`src/pattern_step_sequencer_macros.svh`:
```
// Assertion macros for the pattern step sequencer.
`ifndef PATTERN_STEP_SEQUENCER_MACROS_SVH
`define PATTERN_STEP_SEQUENCER_MACROS_SVH

`ifndef SYNTH
// Check a property on every clock edge outside reset.
`define PSS_ASSERT(label, prop) \
  label: assert property (@(posedge clk) disable iff (rst) prop) \
    else $error("pattern_step_sequencer: assertion failed");
// Check a property on every clock edge, reset included.
`define PSS_ASSERT_ALWAYS(label, prop) \
  label: assert property (@(posedge clk) prop) \
    else $error("pattern_step_sequencer: reset assertion failed");
`else
`define PSS_ASSERT(label, prop)
`define PSS_ASSERT_ALWAYS(label, prop)
`endif

`endif

```
`src/pss_pkg.sv`:
```
// Shared types, constants and helpers of the pattern step sequencer.
package pss_pkg;

  localparam int ROWS_DEFAULT     = 32;
  localparam int CHANNELS_DEFAULT = 4;

  localparam int COMMAND_W  = 4;
  localparam int ROW_W      = 5;
  localparam int CHANNEL_W  = 2;
  localparam int NOTE_W     = 5;
  localparam int INSTR_W    = 2;
  localparam int PITCH_W    = 7;
  localparam int LEVEL_W    = 3;
  localparam int TICK_W     = 8;
  localparam int IN_DATA_W  = 16;
  localparam int OUT_DATA_W = 40;

  localparam int APB_ADDR_W = 2;
  localparam int APB_DATA_W = 32;
  localparam logic [APB_ADDR_W-1:0] ADDR_TICKS_PER_ROW = 2'd0;

  localparam logic [TICK_W-1:0]  TICKS_PER_ROW_RESET = 8'd6;
  localparam logic [TICK_W-1:0]  TICK_SAT            = 8'hFF;
  localparam logic [NOTE_W-1:0]  NOTE_MAX            = 5'd24;
  localparam logic [NOTE_W-1:0]  NOTE_OCTAVE         = 5'd12;
  localparam int                 NOISE_CHANNEL       = 3;
  localparam logic [PITCH_W-1:0] NOISE_PITCH_BASE    = 7'd36;
  localparam logic [PITCH_W-1:0] TONE_PITCH_BASE     = 7'd59;
  localparam logic [LEVEL_W-1:0] NOISE_LEVEL         = 3'd4;
  localparam logic [LEVEL_W-1:0] TONE_LEVEL          = 3'd6;

  typedef enum logic [COMMAND_W-1:0] {
    CMD_TICK        = 4'd0,
    CMD_UP          = 4'd1,
    CMD_DOWN        = 4'd2,
    CMD_LEFT        = 4'd3,
    CMD_RIGHT       = 4'd4,
    CMD_NOTE_DOWN   = 4'd5,
    CMD_NOTE_UP     = 4'd6,
    CMD_NEXT_INSTR  = 4'd7,
    CMD_CLEAR       = 4'd8,
    CMD_PLAY_TOGGLE = 4'd9,
    CMD_WRITE_CELL  = 4'd10,
    CMD_NONE        = 4'd11
  } cmd_t;

  typedef struct packed {
    logic [INSTR_W-1:0] instrument;
    logic [NOTE_W-1:0]  note;
  } cell_t;

  typedef struct packed {
    logic [1:0]           pad;
    logic [INSTR_W-1:0]   instrument;
    logic [NOTE_W-1:0]    note;
    logic [CHANNEL_W-1:0] channel;
    logic [ROW_W-1:0]     row;
  } in_data_t;

  typedef struct packed {
    logic [6:0]           pad;
    logic [INSTR_W-1:0]   cell_instrument;
    logic [NOTE_W-1:0]    cell_note;
    logic [CHANNEL_W-1:0] cursor_channel;
    logic [ROW_W-1:0]     cursor_row;
    logic [ROW_W-1:0]     play_row;
    logic                 playing;
    logic                 open_channel;
    logic                 silence;
    logic [LEVEL_W-1:0]   level;
    logic [PITCH_W-1:0]   pitch;
    logic                 note_on;
  } out_data_t;

  typedef struct packed {
    logic clr_wr;
    logic take;
    logic exec;
    logic scan_rd;
    logic scan_chk;
    logic fin_rd;
    logic fin_load;
  } dp_ctl_t;

  typedef struct packed {
    logic clr_last;
    logic need_scan;
    logic scan_hit;
    logic scan_last;
  } dp_sts_t;

  function automatic logic [NOTE_W-1:0] note_mod12(input logic [NOTE_W-1:0] n);
    logic [NOTE_W-1:0] r;
    if (n >= 2 * NOTE_OCTAVE) begin
      r = n - 2 * NOTE_OCTAVE;
    end else if (n >= NOTE_OCTAVE) begin
      r = n - NOTE_OCTAVE;
    end else begin
      r = n;
    end
    return r;
  endfunction

endpackage

```
`src/pss_ctrl.sv`:
```
// Sequencing state machine of the pattern step sequencer.
module pss_ctrl (
  input  logic             clk,
  input  logic             rst,
  input  logic             s_tvalid,
  output logic             s_tready,
  output logic             m_tvalid,
  input  logic             m_tready,
  output pss_pkg::dp_ctl_t ctl,
  input  pss_pkg::dp_sts_t sts
);

  typedef enum logic [2:0] {
    ST_CLEAR,
    ST_IDLE,
    ST_EXEC,
    ST_SCAN_RD,
    ST_SCAN_CHK,
    ST_FIN_RD,
    ST_FIN
  } state_t;

  state_t state;
  state_t state_next;

  assign s_tready = (state == ST_IDLE);

  always_comb begin
    state_next = state;
    ctl        = '0;
    unique case (state)
      ST_CLEAR: begin
        ctl.clr_wr = 1'b1;
        if (sts.clr_last) begin
          state_next = ST_IDLE;
        end
      end
      ST_IDLE: begin
        if (s_tvalid) begin
          ctl.take   = 1'b1;
          state_next = ST_EXEC;
        end
      end
      ST_EXEC: begin
        ctl.exec   = 1'b1;
        state_next = sts.need_scan ? ST_SCAN_RD : ST_FIN_RD;
      end
      ST_SCAN_RD: begin
        ctl.scan_rd = 1'b1;
        state_next  = ST_SCAN_CHK;
      end
      ST_SCAN_CHK: begin
        ctl.scan_chk = 1'b1;
        state_next   = (sts.scan_hit || sts.scan_last) ? ST_FIN_RD : ST_SCAN_RD;
      end
      ST_FIN_RD: begin
        ctl.fin_rd = 1'b1;
        state_next = ST_FIN;
      end
      ST_FIN: begin
        if (!m_tvalid || m_tready) begin
          ctl.fin_load = 1'b1;
          state_next   = ST_IDLE;
        end
      end
      default: begin
        state_next = ST_IDLE;
      end
    endcase
  end

  always_ff @(posedge clk) begin
    if (rst) begin
      state    <= ST_CLEAR;
      m_tvalid <= 1'b0;
    end else begin
      state <= state_next;
      if (ctl.fin_load) begin
        m_tvalid <= 1'b1;
      end else if (m_tready) begin
        m_tvalid <= 1'b0;
      end
    end
  end

endmodule

```
`src/pss_datapath.sv`:
```
// Pattern memory, cursor, playback registers and result register of the sequencer.
module pss_datapath #(
  parameter int ROWS     = pss_pkg::ROWS_DEFAULT,
  parameter int CHANNELS = pss_pkg::CHANNELS_DEFAULT
) (
  input  logic                              clk,
  input  logic                              rst,
  input  pss_pkg::dp_ctl_t                  ctl,
  output pss_pkg::dp_sts_t                  sts,
  input  logic [pss_pkg::IN_DATA_W-1:0]     s_tdata,
  input  logic [pss_pkg::COMMAND_W-1:0]     s_tuser,
  input  logic [pss_pkg::TICK_W-1:0]        ticks_per_row,
  output logic [pss_pkg::OUT_DATA_W-1:0]    m_tdata
);

  localparam int RW    = $clog2(ROWS);
  localparam int CW    = (CHANNELS > 1) ? $clog2(CHANNELS) : 1;
  localparam int AW    = RW + CW;
  localparam int DEPTH = 1 << AW;
  localparam logic [RW-1:0] LAST_ROW = RW'(ROWS - 1);
  localparam logic [CW-1:0] LAST_CH  = CW'(CHANNELS - 1);

  pss_pkg::cell_t mem [DEPTH];
  pss_pkg::cell_t rdata;
  pss_pkg::cell_t mem_wdata;
  logic [AW-1:0]  mem_waddr;
  logic [AW-1:0]  mem_raddr;
  logic           mem_we;
  logic           mem_re;

  pss_pkg::cmd_t                      cmd_q;
  logic [pss_pkg::ROW_W-1:0]          wr_row_q;
  logic [pss_pkg::CHANNEL_W-1:0]      wr_ch_q;
  logic [pss_pkg::NOTE_W-1:0]         wr_note_q;
  logic [pss_pkg::INSTR_W-1:0]        wr_instr_q;
  pss_pkg::in_data_t                  in_data;

  logic [RW-1:0]                 cur_row;
  logic [RW-1:0]                 cur_row_next;
  logic [CW-1:0]                 cur_ch;
  logic [CW-1:0]                 cur_ch_next;
  logic                          play;
  logic                          play_next;
  logic [RW-1:0]                 play_row;
  logic [RW-1:0]                 play_row_next;
  logic [pss_pkg::TICK_W-1:0]    te;
  logic [pss_pkg::TICK_W-1:0]    te_next;
  logic [pss_pkg::TICK_W-1:0]    te_inc;
  logic [RW-1:0]                 scan_row;
  logic [RW-1:0]                 scan_row_next;
  logic [CW-1:0]                 scan_ch;
  logic [AW-1:0]                 clr_addr;
  logic                          silence_q;
  logic                          silence_next;
  logic                          open_q;
  logic                          open_next;
  logic                          need_scan;

  logic                          snd_on;
  logic [pss_pkg::PITCH_W-1:0]   snd_pitch;
  logic [pss_pkg::LEVEL_W-1:0]   snd_level;
  logic                          hit_noise;
  logic [pss_pkg::PITCH_W-1:0]   hit_pitch;
  logic [pss_pkg::LEVEL_W-1:0]   hit_level;

  logic [pss_pkg::NOTE_W-1:0]    edit_note;
  logic [8:0]                    wr_row_ext;
  logic [3:0]                    wr_ch_ext;
  logic                          wr_in_range;
  logic [pss_pkg::NOTE_W-1:0]    wr_note_sat;
  logic [8:0]                    play_row_ext;
  logic [8:0]                    cur_row_ext;
  logic [3:0]                    cur_ch_ext;

  pss_pkg::out_data_t            out_q;

  assign in_data = pss_pkg::in_data_t'(s_tdata);
  assign m_tdata = out_q;

  assign wr_row_ext   = 9'(wr_row_q);
  assign wr_ch_ext    = 4'(wr_ch_q);
  assign wr_in_range  = (wr_row_ext < 9'(ROWS)) && (wr_ch_ext < 4'(CHANNELS));
  assign wr_note_sat  = (wr_note_q > pss_pkg::NOTE_MAX) ? pss_pkg::NOTE_MAX : wr_note_q;
  assign play_row_ext = 9'(play_row);
  assign cur_row_ext  = 9'(cur_row);
  assign cur_ch_ext   = 4'(cur_ch);
  assign te_inc       = (te != pss_pkg::TICK_SAT) ? te + 8'd1 : te;

  always_comb begin
    if (rdata.note == '0) begin
      edit_note = 5'd1;
    end else if (cmd_q == pss_pkg::CMD_NOTE_DOWN && rdata.note > 5'd1) begin
      edit_note = rdata.note - 5'd1;
    end else if (cmd_q == pss_pkg::CMD_NOTE_UP && rdata.note < pss_pkg::NOTE_MAX) begin
      edit_note = rdata.note + 5'd1;
    end else begin
      edit_note = rdata.note;
    end
  end

  assign hit_noise = (4'(scan_ch) == 4'(pss_pkg::NOISE_CHANNEL));
  assign hit_pitch = hit_noise
                   ? pss_pkg::NOISE_PITCH_BASE + 7'(pss_pkg::note_mod12(rdata.note))
                   : pss_pkg::TONE_PITCH_BASE + 7'(rdata.note);
  assign hit_level = hit_noise ? pss_pkg::NOISE_LEVEL : pss_pkg::TONE_LEVEL;

  assign sts.clr_last  = &clr_addr;
  assign sts.need_scan = need_scan;
  assign sts.scan_hit  = (rdata.note != '0);
  assign sts.scan_last = (scan_ch == LAST_CH);

  always_comb begin
    mem_re = ctl.take || ctl.scan_rd || ctl.fin_rd;
    if (ctl.scan_rd) begin
      mem_raddr = {scan_row, scan_ch};
    end else begin
      mem_raddr = {cur_row, cur_ch};
    end
  end

  always_comb begin
    cur_row_next  = cur_row;
    cur_ch_next   = cur_ch;
    play_next     = play;
    play_row_next = play_row;
    te_next       = te;
    scan_row_next = scan_row;
    silence_next  = 1'b0;
    open_next     = 1'b0;
    need_scan     = 1'b0;
    mem_we        = 1'b0;
    mem_waddr     = {cur_row, cur_ch};
    mem_wdata     = rdata;
    if (ctl.clr_wr) begin
      mem_we    = 1'b1;
      mem_waddr = clr_addr;
      mem_wdata = '0;
    end else if (ctl.exec) begin
      unique case (cmd_q) inside
        pss_pkg::CMD_TICK: begin
          if (play) begin
            if (te_inc >= ticks_per_row) begin
              te_next       = '0;
              play_row_next = (play_row == LAST_ROW) ? '0 : play_row + 1'b1;
              scan_row_next = play_row_next;
              need_scan     = 1'b1;
            end else begin
              te_next = te_inc;
            end
          end
        end
        pss_pkg::CMD_UP: begin
          if (cur_row != '0) begin
            cur_row_next = cur_row - 1'b1;
          end
        end
        pss_pkg::CMD_DOWN: begin
          if (cur_row != LAST_ROW) begin
            cur_row_next = cur_row + 1'b1;
          end
        end
        pss_pkg::CMD_LEFT: begin
          if (cur_ch != '0) begin
            cur_ch_next = cur_ch - 1'b1;
          end
        end
        pss_pkg::CMD_RIGHT: begin
          if (cur_ch != LAST_CH) begin
            cur_ch_next = cur_ch + 1'b1;
          end
        end
        pss_pkg::CMD_NOTE_DOWN, pss_pkg::CMD_NOTE_UP: begin
          mem_we         = 1'b1;
          mem_wdata.note = edit_note;
          open_next      = 1'b1;
          scan_row_next  = cur_row;
          need_scan      = 1'b1;
        end
        pss_pkg::CMD_NEXT_INSTR: begin
          if (rdata.note != '0) begin
            mem_we               = 1'b1;
            mem_wdata.instrument = rdata.instrument + 1'b1;
          end
        end
        pss_pkg::CMD_CLEAR: begin
          mem_we    = 1'b1;
          mem_wdata = '0;
        end
        pss_pkg::CMD_PLAY_TOGGLE: begin
          if (play) begin
            play_next    = 1'b0;
            silence_next = 1'b1;
          end else begin
            play_next     = 1'b1;
            open_next     = 1'b1;
            play_row_next = LAST_ROW;
            te_next       = pss_pkg::TICK_SAT;
          end
        end
        pss_pkg::CMD_WRITE_CELL: begin
          if (wr_in_range) begin
            mem_we               = 1'b1;
            mem_waddr            = {wr_row_ext[RW-1:0], wr_ch_ext[CW-1:0]};
            mem_wdata.note       = wr_note_sat;
            mem_wdata.instrument = wr_instr_q;
          end
        end
        default: begin
        end
      endcase
    end
  end

  always_ff @(posedge clk) begin
    if (mem_we) begin
      mem[mem_waddr] <= mem_wdata;
    end
    if (mem_re) begin
      rdata <= mem[mem_raddr];
    end
  end

  always_ff @(posedge clk) begin
    if (rst) begin
      cur_row  <= '0;
      cur_ch   <= '0;
      play     <= 1'b0;
      play_row <= '0;
      te       <= '0;
      clr_addr <= '0;
    end else begin
      if (ctl.clr_wr) begin
        clr_addr <= clr_addr + 1'b1;
      end
      if (ctl.exec) begin
        cur_row  <= cur_row_next;
        cur_ch   <= cur_ch_next;
        play     <= play_next;
        play_row <= play_row_next;
        te       <= te_next;
      end
    end
  end

  always_ff @(posedge clk) begin
    if (ctl.take) begin
      cmd_q      <= pss_pkg::cmd_t'(s_tuser);
      wr_row_q   <= in_data.row;
      wr_ch_q    <= in_data.channel;
      wr_note_q  <= in_data.note;
      wr_instr_q <= in_data.instrument;
    end
    if (ctl.exec) begin
      scan_row  <= scan_row_next;
      scan_ch   <= '0;
      snd_on    <= 1'b0;
      snd_pitch <= '0;
      snd_level <= '0;
      silence_q <= silence_next;
      open_q    <= open_next;
    end
    if (ctl.scan_chk) begin
      if (sts.scan_hit) begin
        snd_on    <= 1'b1;
        snd_pitch <= hit_pitch;
        snd_level <= hit_level;
      end else begin
        scan_ch <= scan_ch + 1'b1;
      end
    end
    if (ctl.fin_load) begin
      out_q.pad             <= '0;
      out_q.cell_instrument <= rdata.instrument;
      out_q.cell_note       <= rdata.note;
      out_q.cursor_channel  <= cur_ch_ext[pss_pkg::CHANNEL_W-1:0];
      out_q.cursor_row      <= cur_row_ext[pss_pkg::ROW_W-1:0];
      out_q.play_row        <= play_row_ext[pss_pkg::ROW_W-1:0];
      out_q.playing         <= play;
      out_q.open_channel    <= open_q;
      out_q.silence         <= silence_q;
      out_q.level           <= snd_level;
      out_q.pitch           <= snd_pitch;
      out_q.note_on         <= snd_on;
    end
  end

endmodule

```
`src/pattern_step_sequencer.sv`:
```
// Top level of the pattern step sequencer: register port, controller and datapath.
//
// Tracker-style pattern sequencer. After reset the pattern memory is swept to
// zero, one entry a cycle, over 2^ceil(log2(ROWS)) * 2^max(1, ceil(log2(CHANNELS)))
// entries (128 with the default 32 x 4 pattern); s_tready stays low until the sweep
// ends, while register writes are taken at any time. Each item then steps through
// the controller: accept, execute, on a playback step or a note edit a read and a
// check per channel until the first note of the row or the last channel, then a
// read of the cell under the cursor and a load of the result register, which waits
// while an earlier result is not yet taken. The single pattern memory read port
// serialises these reads. The result sits in an output register, so the next item
// is taken while a result still waits on m_tready.
module pattern_step_sequencer #(
  parameter int ROWS     = pss_pkg::ROWS_DEFAULT,
  parameter int CHANNELS = pss_pkg::CHANNELS_DEFAULT
) (
  input  logic                               clk,
  input  logic                               rst,
  input  logic                               s_tvalid,
  output logic                               s_tready,
  // row[4:0], channel[6:5], note[11:7], instrument[13:12], zero[15:14]
  input  logic [pss_pkg::IN_DATA_W-1:0]      s_tdata,
  // command[3:0]
  input  logic [pss_pkg::COMMAND_W-1:0]      s_tuser,
  output logic                               m_tvalid,
  input  logic                               m_tready,
  // note_on[0], pitch[7:1], level[10:8], silence[11], open_channel[12],
  // playing[13], play_row[18:14], cursor_row[23:19], cursor_channel[25:24],
  // cell_note[30:26], cell_instrument[32:31], zero[39:33]
  output logic [pss_pkg::OUT_DATA_W-1:0]     m_tdata,
  input  logic                               psel,
  input  logic                               penable,
  input  logic                               pwrite,
  input  logic [pss_pkg::APB_ADDR_W-1:0]     paddr,
  input  logic [pss_pkg::APB_DATA_W-1:0]     pwdata,
  output logic [pss_pkg::APB_DATA_W-1:0]     prdata,
  output logic                               pready
);

`include "pattern_step_sequencer_macros.svh"

  logic [pss_pkg::TICK_W-1:0] ticks_per_row;
  pss_pkg::dp_ctl_t           ctl;
  pss_pkg::dp_sts_t           sts;

  assign pready = 1'b1;
  assign prdata = (paddr == pss_pkg::ADDR_TICKS_PER_ROW)
                ? pss_pkg::APB_DATA_W'(ticks_per_row) : '0;

  always_ff @(posedge clk) begin
    if (rst) begin
      ticks_per_row <= pss_pkg::TICKS_PER_ROW_RESET;
    end else if (psel && penable && pwrite && pready
                 && paddr == pss_pkg::ADDR_TICKS_PER_ROW) begin
      ticks_per_row <= pwdata[pss_pkg::TICK_W-1:0];
    end
  end

  pss_ctrl u_ctrl (
    .clk      (clk),
    .rst      (rst),
    .s_tvalid (s_tvalid),
    .s_tready (s_tready),
    .m_tvalid (m_tvalid),
    .m_tready (m_tready),
    .ctl      (ctl),
    .sts      (sts)
  );

  pss_datapath #(
    .ROWS     (ROWS),
    .CHANNELS (CHANNELS)
  ) u_datapath (
    .clk           (clk),
    .rst           (rst),
    .ctl           (ctl),
    .sts           (sts),
    .s_tdata       (s_tdata),
    .s_tuser       (s_tuser),
    .ticks_per_row (ticks_per_row),
    .m_tdata       (m_tdata)
  );

  `PSS_ASSERT_ALWAYS(a_sweep_after_reset, rst |=> (!s_tready && !m_tvalid))
  `PSS_ASSERT(a_one_item_in_flight, (s_tvalid && s_tready) |=> !s_tready)
  `PSS_ASSERT(a_no_result_overwrite, ctl.fin_load |-> (!m_tvalid || m_tready))
  `PSS_ASSERT(a_scan_only_while_busy, (ctl.scan_rd || ctl.scan_chk) |-> !s_tready)

endmodule

```
`config.mk`:
```
export PLATFORM = sky130hd
export DESIGN_NAME = pattern_step_sequencer
export DESIGN_NICKNAME = d
export VERILOG_FILES = /design/src/pss_pkg.sv /design/src/pss_ctrl.sv /design/src/pss_datapath.sv /design/src/pattern_step_sequencer.sv
export VERILOG_INCLUDE_DIRS = /design/src /design/src/src
export SDC_FILE = /design/constraint.sdc
export NUM_CORES = 1
export LEC_CHECK = 0
export ABC_CLOCK_PERIOD_IN_PS = 17400
export BUFFER_PORTS_ARGS = -buffer_cell sky130_fd_sc_hd__buf_4
export CAP_MARGIN = 20
export CORE_MARGIN = 2
export CORE_UTILIZATION = 55
export DETAILED_ROUTE_END_ITERATION = 7
export GPL_TIMING_DRIVEN = 0
export PLACE_DENSITY = 0.73
export SYNTH_ARGS = -nofsm -noshare
export SYNTH_HDL_FRONTEND = slang
export SYNTH_SLANG_ARGS = --single-unit
```
`constraint.sdc`:
```
create_clock -name clk -period 17.4 [get_ports clk]
set_input_delay 2.61 -clock clk [delete_from_list [all_inputs] [get_ports clk]]
set_output_delay 2.61 -clock clk [all_outputs]
set_load 0.01 [all_outputs]
```
# After elaboration in Yosys (flattened, before gate mapping)
# Memory sizes are Yosys's and may differ from the RTL's. A register that Yosys moved wholly into a read port is not among the register bits.
# Cells that the tools add are included.
# classes
add_sub_neg,15
magnitude_cmp,8
eq_ne,31
mux,81
n_bitwise,2
reduce_logical,34
# op_table
op,count
7-bit two-way mux,12
5-bit two-way mux,12
8-bit two-way mux,5
5-bit one-hot mux with 2 select lines,3
1-bit two-way mux,26
3-bit two-way mux,8
3-bit one-hot mux with 7 select lines,1
5-bit AND reduction,4
2-bit != test (second input constant),9
4-bit by 3-bit == test with 1-bit output (second input constant),4
8-bit one-hot mux with 2 select lines,1
5-bit by 1-bit adder with 5-bit output (second input constant),3
5-bit one-hot mux with 3 select lines,1
6-bit by 5-bit adder with 7-bit output (first input constant),2
2-bit two-way mux,7
4-bit == test (second input constant),3
2-bit nonzero test,6
5-bit nonzero test,2
5-bit by 1-bit subtractor with 5-bit output (second input constant),2
3-bit == test (second input constant),3
8-bit by 1-bit adder with 8-bit output (second input constant),1
4-bit by 2-bit == test with 1-bit output (second input constant),2
8-bit >= comparator,1
8-bit != test (second input constant),1
other kinds (36),52
# word_totals
regBits,111
ramBits,896
input_bits,61
out_inout_bits,75
wordCells,204
memories,1
# memory_table
name,words,word_bits,rd,rd_ports_with_merged_regs,wr,line_no,source
u_datapath.mem,128,7,1,1,1,pss_datapath.sv:23,pss_pkg::cell_t mem [DEPTH];

# Logic depth before layout (Yosys ltp)
# depth
depth_word,10
depth_mapped,13
depth_no_buf,12

# Modules after synthesis
# From an unflattened synthesis, not the netlist that was laid out.
# unflattened
hier_cells,2866
hier_area_um2,41763.8
# by_module_without_submodules
module,n_inst,cells_each,area_per_inst_um2,seq_area_each_um2
pss_datapath,1,2759,40854.2,29678.5
pattern_step_sequencer,1,71,615.6,160.2
pss_ctrl,1,36,294.0,80.1

# Worst setup path after synthesis
# No wires, ideal clock.
# synth_path
path_kind,flip-flop to flip-flop
from,register u_datapath.rdata[2] (netlist name)
to,memory u_datapath.mem[0][2] (netlist name) (data pin)
setup_ps,890
arrival_ps,5804
t_required_ps,16510
slack_ps,10706
path_stages_with_launch,11
path_buffers,1
period_less_slack_ps,6694
path_cell_list,edfxtp_1 clkbuf_1 inv_1 ha_1 and3b_1 a2111oi_1 a22oi_1 xnor2_1 nor2_1 a21oi_1 a21oi_1
# synth_lines
item,line_no
"end, declared",pss_datapath.sv:23

# Worst setup path after layout
# layout_path
from,input paddr[1] (netlist name)
to,output prdata[0] (netlist name)
# layout_between
elab_chain_len,2
# layout_lines
item,line_no,source
"start, declared",pattern_step_sequencer.sv:34,"input logic [pss_pkg::APB_ADDR_W-1:0] paddr,"
2-bit zero test,pattern_step_sequencer.sv:47,assign prdata = (paddr == pss_pkg::ADDR_TICKS_PER_ROW)
8-bit two-way mux,pattern_step_sequencer.sv:48,? pss_pkg::APB_DATA_W'(ticks_per_row) : '0;
"end, declared",pattern_step_sequencer.sv:36,"output logic [pss_pkg::APB_DATA_W-1:0] prdata,"
# Every way passes these cells.

==> flow_summary.html <==
<table>
<tr><th>Metric</th><th>Value</th></tr>
<tr><th colspan="2">STA</th></tr>
<tr><td>Worst setup skew after layout</td><td>roughly 34 ps</td></tr>
<tr><td>Worst relative slew slack</td><td>0.184</td></tr>
<tr><td>Count of endpoints failing setup in the final report</td><td>0</td></tr>
<tr><td>Hold Worst Slack</td><td>roughly 420 ps</td></tr>
<tr><td>Total negative slack</td><td>0 ps</td></tr>
<tr><td>Setup repair after global routing missed its margin</td><td>no</td></tr>
<tr><td>Final Max Slew Viols</td><td>0</td></tr>
<tr><td>Final period utilization</td><td>0.337</td></tr>
<tr><td>Final critical-path required period</td><td>5870 ps</td></tr>
<tr><td>Final Hold Viols</td><td>0</td></tr>
<tr><td>Max Clock Freq</td><td>0.170 GHz</td></tr>
<tr><td>Worst-Margin Slew</td><td>around 1200 ps</td></tr>
<tr><th colspan="2">Global route</th></tr>
<tr><td>Number of antenna violations at the first check in global routing</td><td>3</td></tr>
<tr><td>Global route total overflow</td><td>0</td></tr>
<tr><td>Wire length of the first global-routing pass</td><td>around 190 mm</td></tr>
<tr><td>Largest net degree at the start of global routing</td><td>67</td></tr>
<tr><td>Vias in the first global route</td><td>~28000</td></tr>
<tr><td>Total track usage</td><td>0.337</td></tr>
<tr><th colspan="2">Placement</th></tr>
<tr><td>Placement-stage cell area</td><td>about 45000 µm²</td></tr>
<tr><td>Quantity of I/O buffers inserted on ports</td><td>75</td></tr>
<tr><td>Weighted congestion reported at the end of routability-driven placement</td><td>0.973</td></tr>
<tr><td>Detailed placer's ending HPWL</td><td>~94 mm</td></tr>
<tr><th colspan="2">Synthesis</th></tr>
<tr><td>Flop and latch count out of synthesis</td><td>between 1000 and 1500</td></tr>
<tr><td>Share of synthesized flip-flops with an asynchronous set or reset</td><td>0</td></tr>
<tr><td>Most numerous cell in the Yosys netlist</td><td>edfxtp_1</td></tr>
<tr><td>Top cells by instance count after synthesis</td><td>edfxtp_1, nand2_1, mux2i_1, nor2_1, nand3_1</td></tr>
<tr><td>Share of the synthesized area in the top cell type</td><td>0.682</td></tr>
<tr><td>Number of different library cells in the post-synthesis netlist</td><td>73</td></tr>
<tr><td>Number of enable-type register cells in the synthesized netlist</td><td>961</td></tr>
<tr><td>Predominant post-synthesis flop cell</td><td>edfxtp_1</td></tr>
<tr><td>Leading area contributor after synthesis</td><td>edfxtp_1</td></tr>
<tr><td>Yosys warning count</td><td>0</td></tr>
<tr><td>Part of the Yosys area used for sequential elements</td><td>0.707</td></tr>
<tr><td>Netlist area before placement</td><td>42300 µm²</td></tr>
<tr><td>Avg Inst Size Synth</td><td>around 14 µm²</td></tr>
<tr><td>Syn Inst Count</td><td>~3100</td></tr>
<tr><td>Area contributors post-synth</td><td>edfxtp_1, mux2i_1, nand2_1</td></tr>
<tr><th colspan="2">Layout</th></tr>
<tr><td>Storage element area</td><td>between 20000 and 30000 µm²</td></tr>
<tr><td>Number of fillers in the final layout</td><td>around 5500</td></tr>
<tr><td>Final core occ</td><td>0.633</td></tr>
<tr><td>NumNets Final</td><td>between 3000 and 4000</td></tr>
<tr><td>Layout Area Growth over Synthesis</td><td>13.8%</td></tr>
<tr><td>Proportion of layout cells with a drive suffix above 1</td><td>0.125</td></tr>
<tr><td>Final standard cell area without fillers</td><td>between 40000 and 50000 µm²</td></tr>
<tr><td>Area used by multi-input combinational logic</td><td>roughly 11000 µm²</td></tr>
<tr><th colspan="2">Setup path</th></tr>
<tr><td>Worst R2R End</td><td>u_datapath.rdata[5]</td></tr>
<tr><td>Crit. End Element</td><td>output port</td></tr>
<tr><td>R2r startpoint</td><td>u_datapath.cur_ch[0]</td></tr>
<tr><td>FF-to-FF setup slack</td><td>roughly 13000 ps</td></tr>
<tr><td>Worst endpoint required time</td><td>roughly 15000 ps</td></tr>
<tr><td>Reg2reg path depth</td><td>9</td></tr>
<tr><td>Type of the worst setup path</td><td>input pin to output port</td></tr>
<tr><td>Element type at the critical path start</td><td>input pin</td></tr>
<tr><td>Data arrival at the endpoint of the critical path</td><td>approximately 3300 ps</td></tr>
<tr><td>Maximum fanout count along the critical path</td><td>8</td></tr>
<tr><th colspan="2">Clock network</th></tr>
<tr><td>Maximum buffer depth of the clock tree</td><td>3</td></tr>
<tr><td>Skew-Pair Late Insertion Delay</td><td>between 600 and 700 ps</td></tr>
<tr><td>Clock tree from TritonCTS</td><td>built</td></tr>
<tr><td>Register clock-pin slew on the reported worst setup and hold paths</td><td>around 60 ps</td></tr>
<tr><td>Number of sinks on the clock net</td><td>1014</td></tr>
<tr><td>Clock root buffer</td><td>clkbuf_16</td></tr>
<tr><td>Post-CTS sizing</td><td>0</td></tr>
<tr><td>Setup bufs post-CTS</td><td>0</td></tr>
<tr><td>Clock buffer count from CTS</td><td>101</td></tr>
<tr><td>Post-CTS Hold Fix Bufs</td><td>0</td></tr>
<tr><td>H-tree depth reported by CTS</td><td>3</td></tr>
<tr><th colspan="2">Power and ir drop</th></tr>
<tr><td>Reported leakage power</td><td>approximately 16 nW</td></tr>
<tr><td>Max VDD drop</td><td>94.4 µV</td></tr>
<tr><td>Power density cells</td><td>101 nW/µm²</td></tr>
<tr><th colspan="2">Detailed routing</th></tr>
<tr><td>Post-DRT Antenna Nets</td><td>0</td></tr>
<tr><td>Routed wire length</td><td>roughly 130 mm</td></tr>
<tr><td>Iteration-0 DRC Markers</td><td>~4300</td></tr>
<tr><td>WL per Instance</td><td>~30 µm</td></tr>
<tr><td>Detailed-routing iteration count for the pre-antenna-repair pass</td><td>8</td></tr>
<tr><td>Number of vias after detailed routing</td><td>about 29000</td></tr>
<tr><td>Vias per cell</td><td>6.53</td></tr>
<tr><td>Residual DRC</td><td>0</td></tr>
<tr><th colspan="2">Floorplanning</th></tr>
<tr><td>Count of pins on the block boundary</td><td>between 100 and 150</td></tr>
<tr><td>Die extent in y</td><td>281 µm</td></tr>
<tr><td>Placeable Area</td><td>about 76000 µm²</td></tr>
<tr><td>Width of the die</td><td>around 280 µm</td></tr>
<tr><td>Effective utilization at floorplan</td><td>0.556</td></tr>
<tr><td>Number of standard-cell rows in the floorplan</td><td>~100</td></tr>
<tr><td>Die Footprint</td><td>about 79000 µm²</td></tr>
<tr><th colspan="2">Outcome</th></tr>
<tr><td>Run status</td><td>complete, no violations</td></tr>
<tr><th colspan="2">Hold path</th></tr>
<tr><td>Hold path depth</td><td>0</td></tr>
<tr><td>Endpoint with the worst hold slack</td><td>u_datapath.m_tdata[12]</td></tr>
<tr><td>Hold path startpoint</td><td>u_datapath.open_q</td></tr>
<tr><td>Kind of path behind the tightest hold check</td><td>flop to flop</td></tr>
<tr><th colspan="2">Flow run</th></tr>
<tr><td>Reported max-cap violation count</td><td>0</td></tr>
</table>
-- layer usage --
layer  up-vias  routed length, µm  share of wire  GRT usage
met5         -                  0              0          0
met2      2215              59600           0.44      0.512
li1      12200                  -              -          -
met4         0               8690          0.065      0.189
met1     14400              48200           0.36      0.439
met3       396              17600           0.13     0.0986
-- registers in the layout, summed over array words and instances (netlist names), 2 cells and up --
| signal | flops |
|---|---|
| u_datapath.scan_ch | 2 |
| u_datapath.scan_row | 5 |
| u_datapath.wr_row_q | 5 |
| u_datapath.wr_ch_q | 2 |
| u_datapath.clr_addr | 7 |
| u_datapath.cur_ch | 2 |
| u_datapath.mem | 896 |
| u_datapath.play_row | 5 |
| u_datapath.snd_level | 3 |
| u_datapath.te | 8 |
| u_datapath.wr_note_q | 5 |
| u_datapath.wr_instr_q | 2 |
| u_datapath.snd_pitch | 7 |
| u_datapath.m_tdata | 33 |
| u_datapath.cmd_q | 4 |
| u_datapath.rdata | 7 |
| u_datapath.cur_row | 5 |
| ticks_per_row | 8 |
| u_ctrl.state | 3 |
-- power breakdown --
part           total (mW)  switching (mW)  internal (mW)  leakage [nW]
Clock                2.14           0.922           1.22          1.58
Combinational      0.0630          0.0435         0.0194          6.58
Sequential           2.64         0.00323           2.64          8.18
Total                4.85           0.969           3.88          16.3
-- logic make-up (layout without fill, tap and decap cells) --
| family | Yosys count | in the layout | synth area share |
|---|---|---|---|
| AO/OA/AOI/OAI | 490 | 490 | 0.0797 |
| XOR/XNOR | 20 | 20 | 0.00414 |
| adder cells (fa/ha/maj) | 30 | 30 | 0.00905 |
| buffers and inverters | 283 | 570 | 0.0329 |
| flip-flops | 1014 | 1014 | 0.707 |
| multiplexers | 235 | 235 | 0.0565 |
| other | 2 | 34 | 0.000178 |
| AND/OR/NAND/NOR | 1054 | 1054 | 0.110 |
-- placed cells by master (no fill, tap or decap), types with 43 or more instances in the layout --
master     count
clkbuf_1      77
buf_4        129
buf_2         89
nor2_1       192
o22ai_1       43
nand3_1      179
a21oi_1       89
o21ai_0       60
nand2_1      508
dfxtp_1       53
a31oi_1       45
inv_1         71
a211oi_1      94
a311oi_1      46
edfxtp_1     961
clkbuf_16    105
mux2i_1      224
-- how the worst max path moves through the flow --
| stage | from | to | slack, ps | cells past startpoint |
|---|---|---|---|---|
| 2_1_floorplan | u_datapath.rdata[2] | u_datapath.mem[0][2] | 10710 | 10 |
| 3_3_place_gp | u_datapath.rdata[2] | u_datapath.mem[104][2] | 5420 | 10 |
| 3_5_place_dp | paddr[1] | prdata[0] | 11520 | 4 |
| 4_1_cts | paddr[1] | prdata[0] | 11520 | 4 |
| 5_1_grt | paddr[1] | prdata[0] | 11460 | 4 |
| 6_report | paddr[1] | prdata[0] | 11530 | 4 |
-- worst max-delay path, stage by stage --
cell and delay, ps:
clkbuf_1 240, nor2_1 100, and2_1 170, buf_4 140
-- metrics by stage --
step	total power [mW]	std cells	setup slack, ps
after detailed placement	2.75	4289	11520
final	4.85	4477	11530
after global placement	2.75	4263	5420
after global routing	4.95	4476	11460
after floorplan	2.72	3158	10710
after CTS	4.84	4473	11520
-- cell type report --
cell class                      instances  share of cell area
Sequential cell                      1014               0.621
Multi-Input combinational cell       1861               0.232
Clock buffer                          124              0.0563
Tap cell                             1030              0.0268
Timing Repair Buffer                  103              0.0236
Buffer                                211              0.0233
Clock inverter                         60              0.0108
Inverter                               72             0.00561
Antenna cell                            2            0.000104
Power figures use the tool's default switching activity.
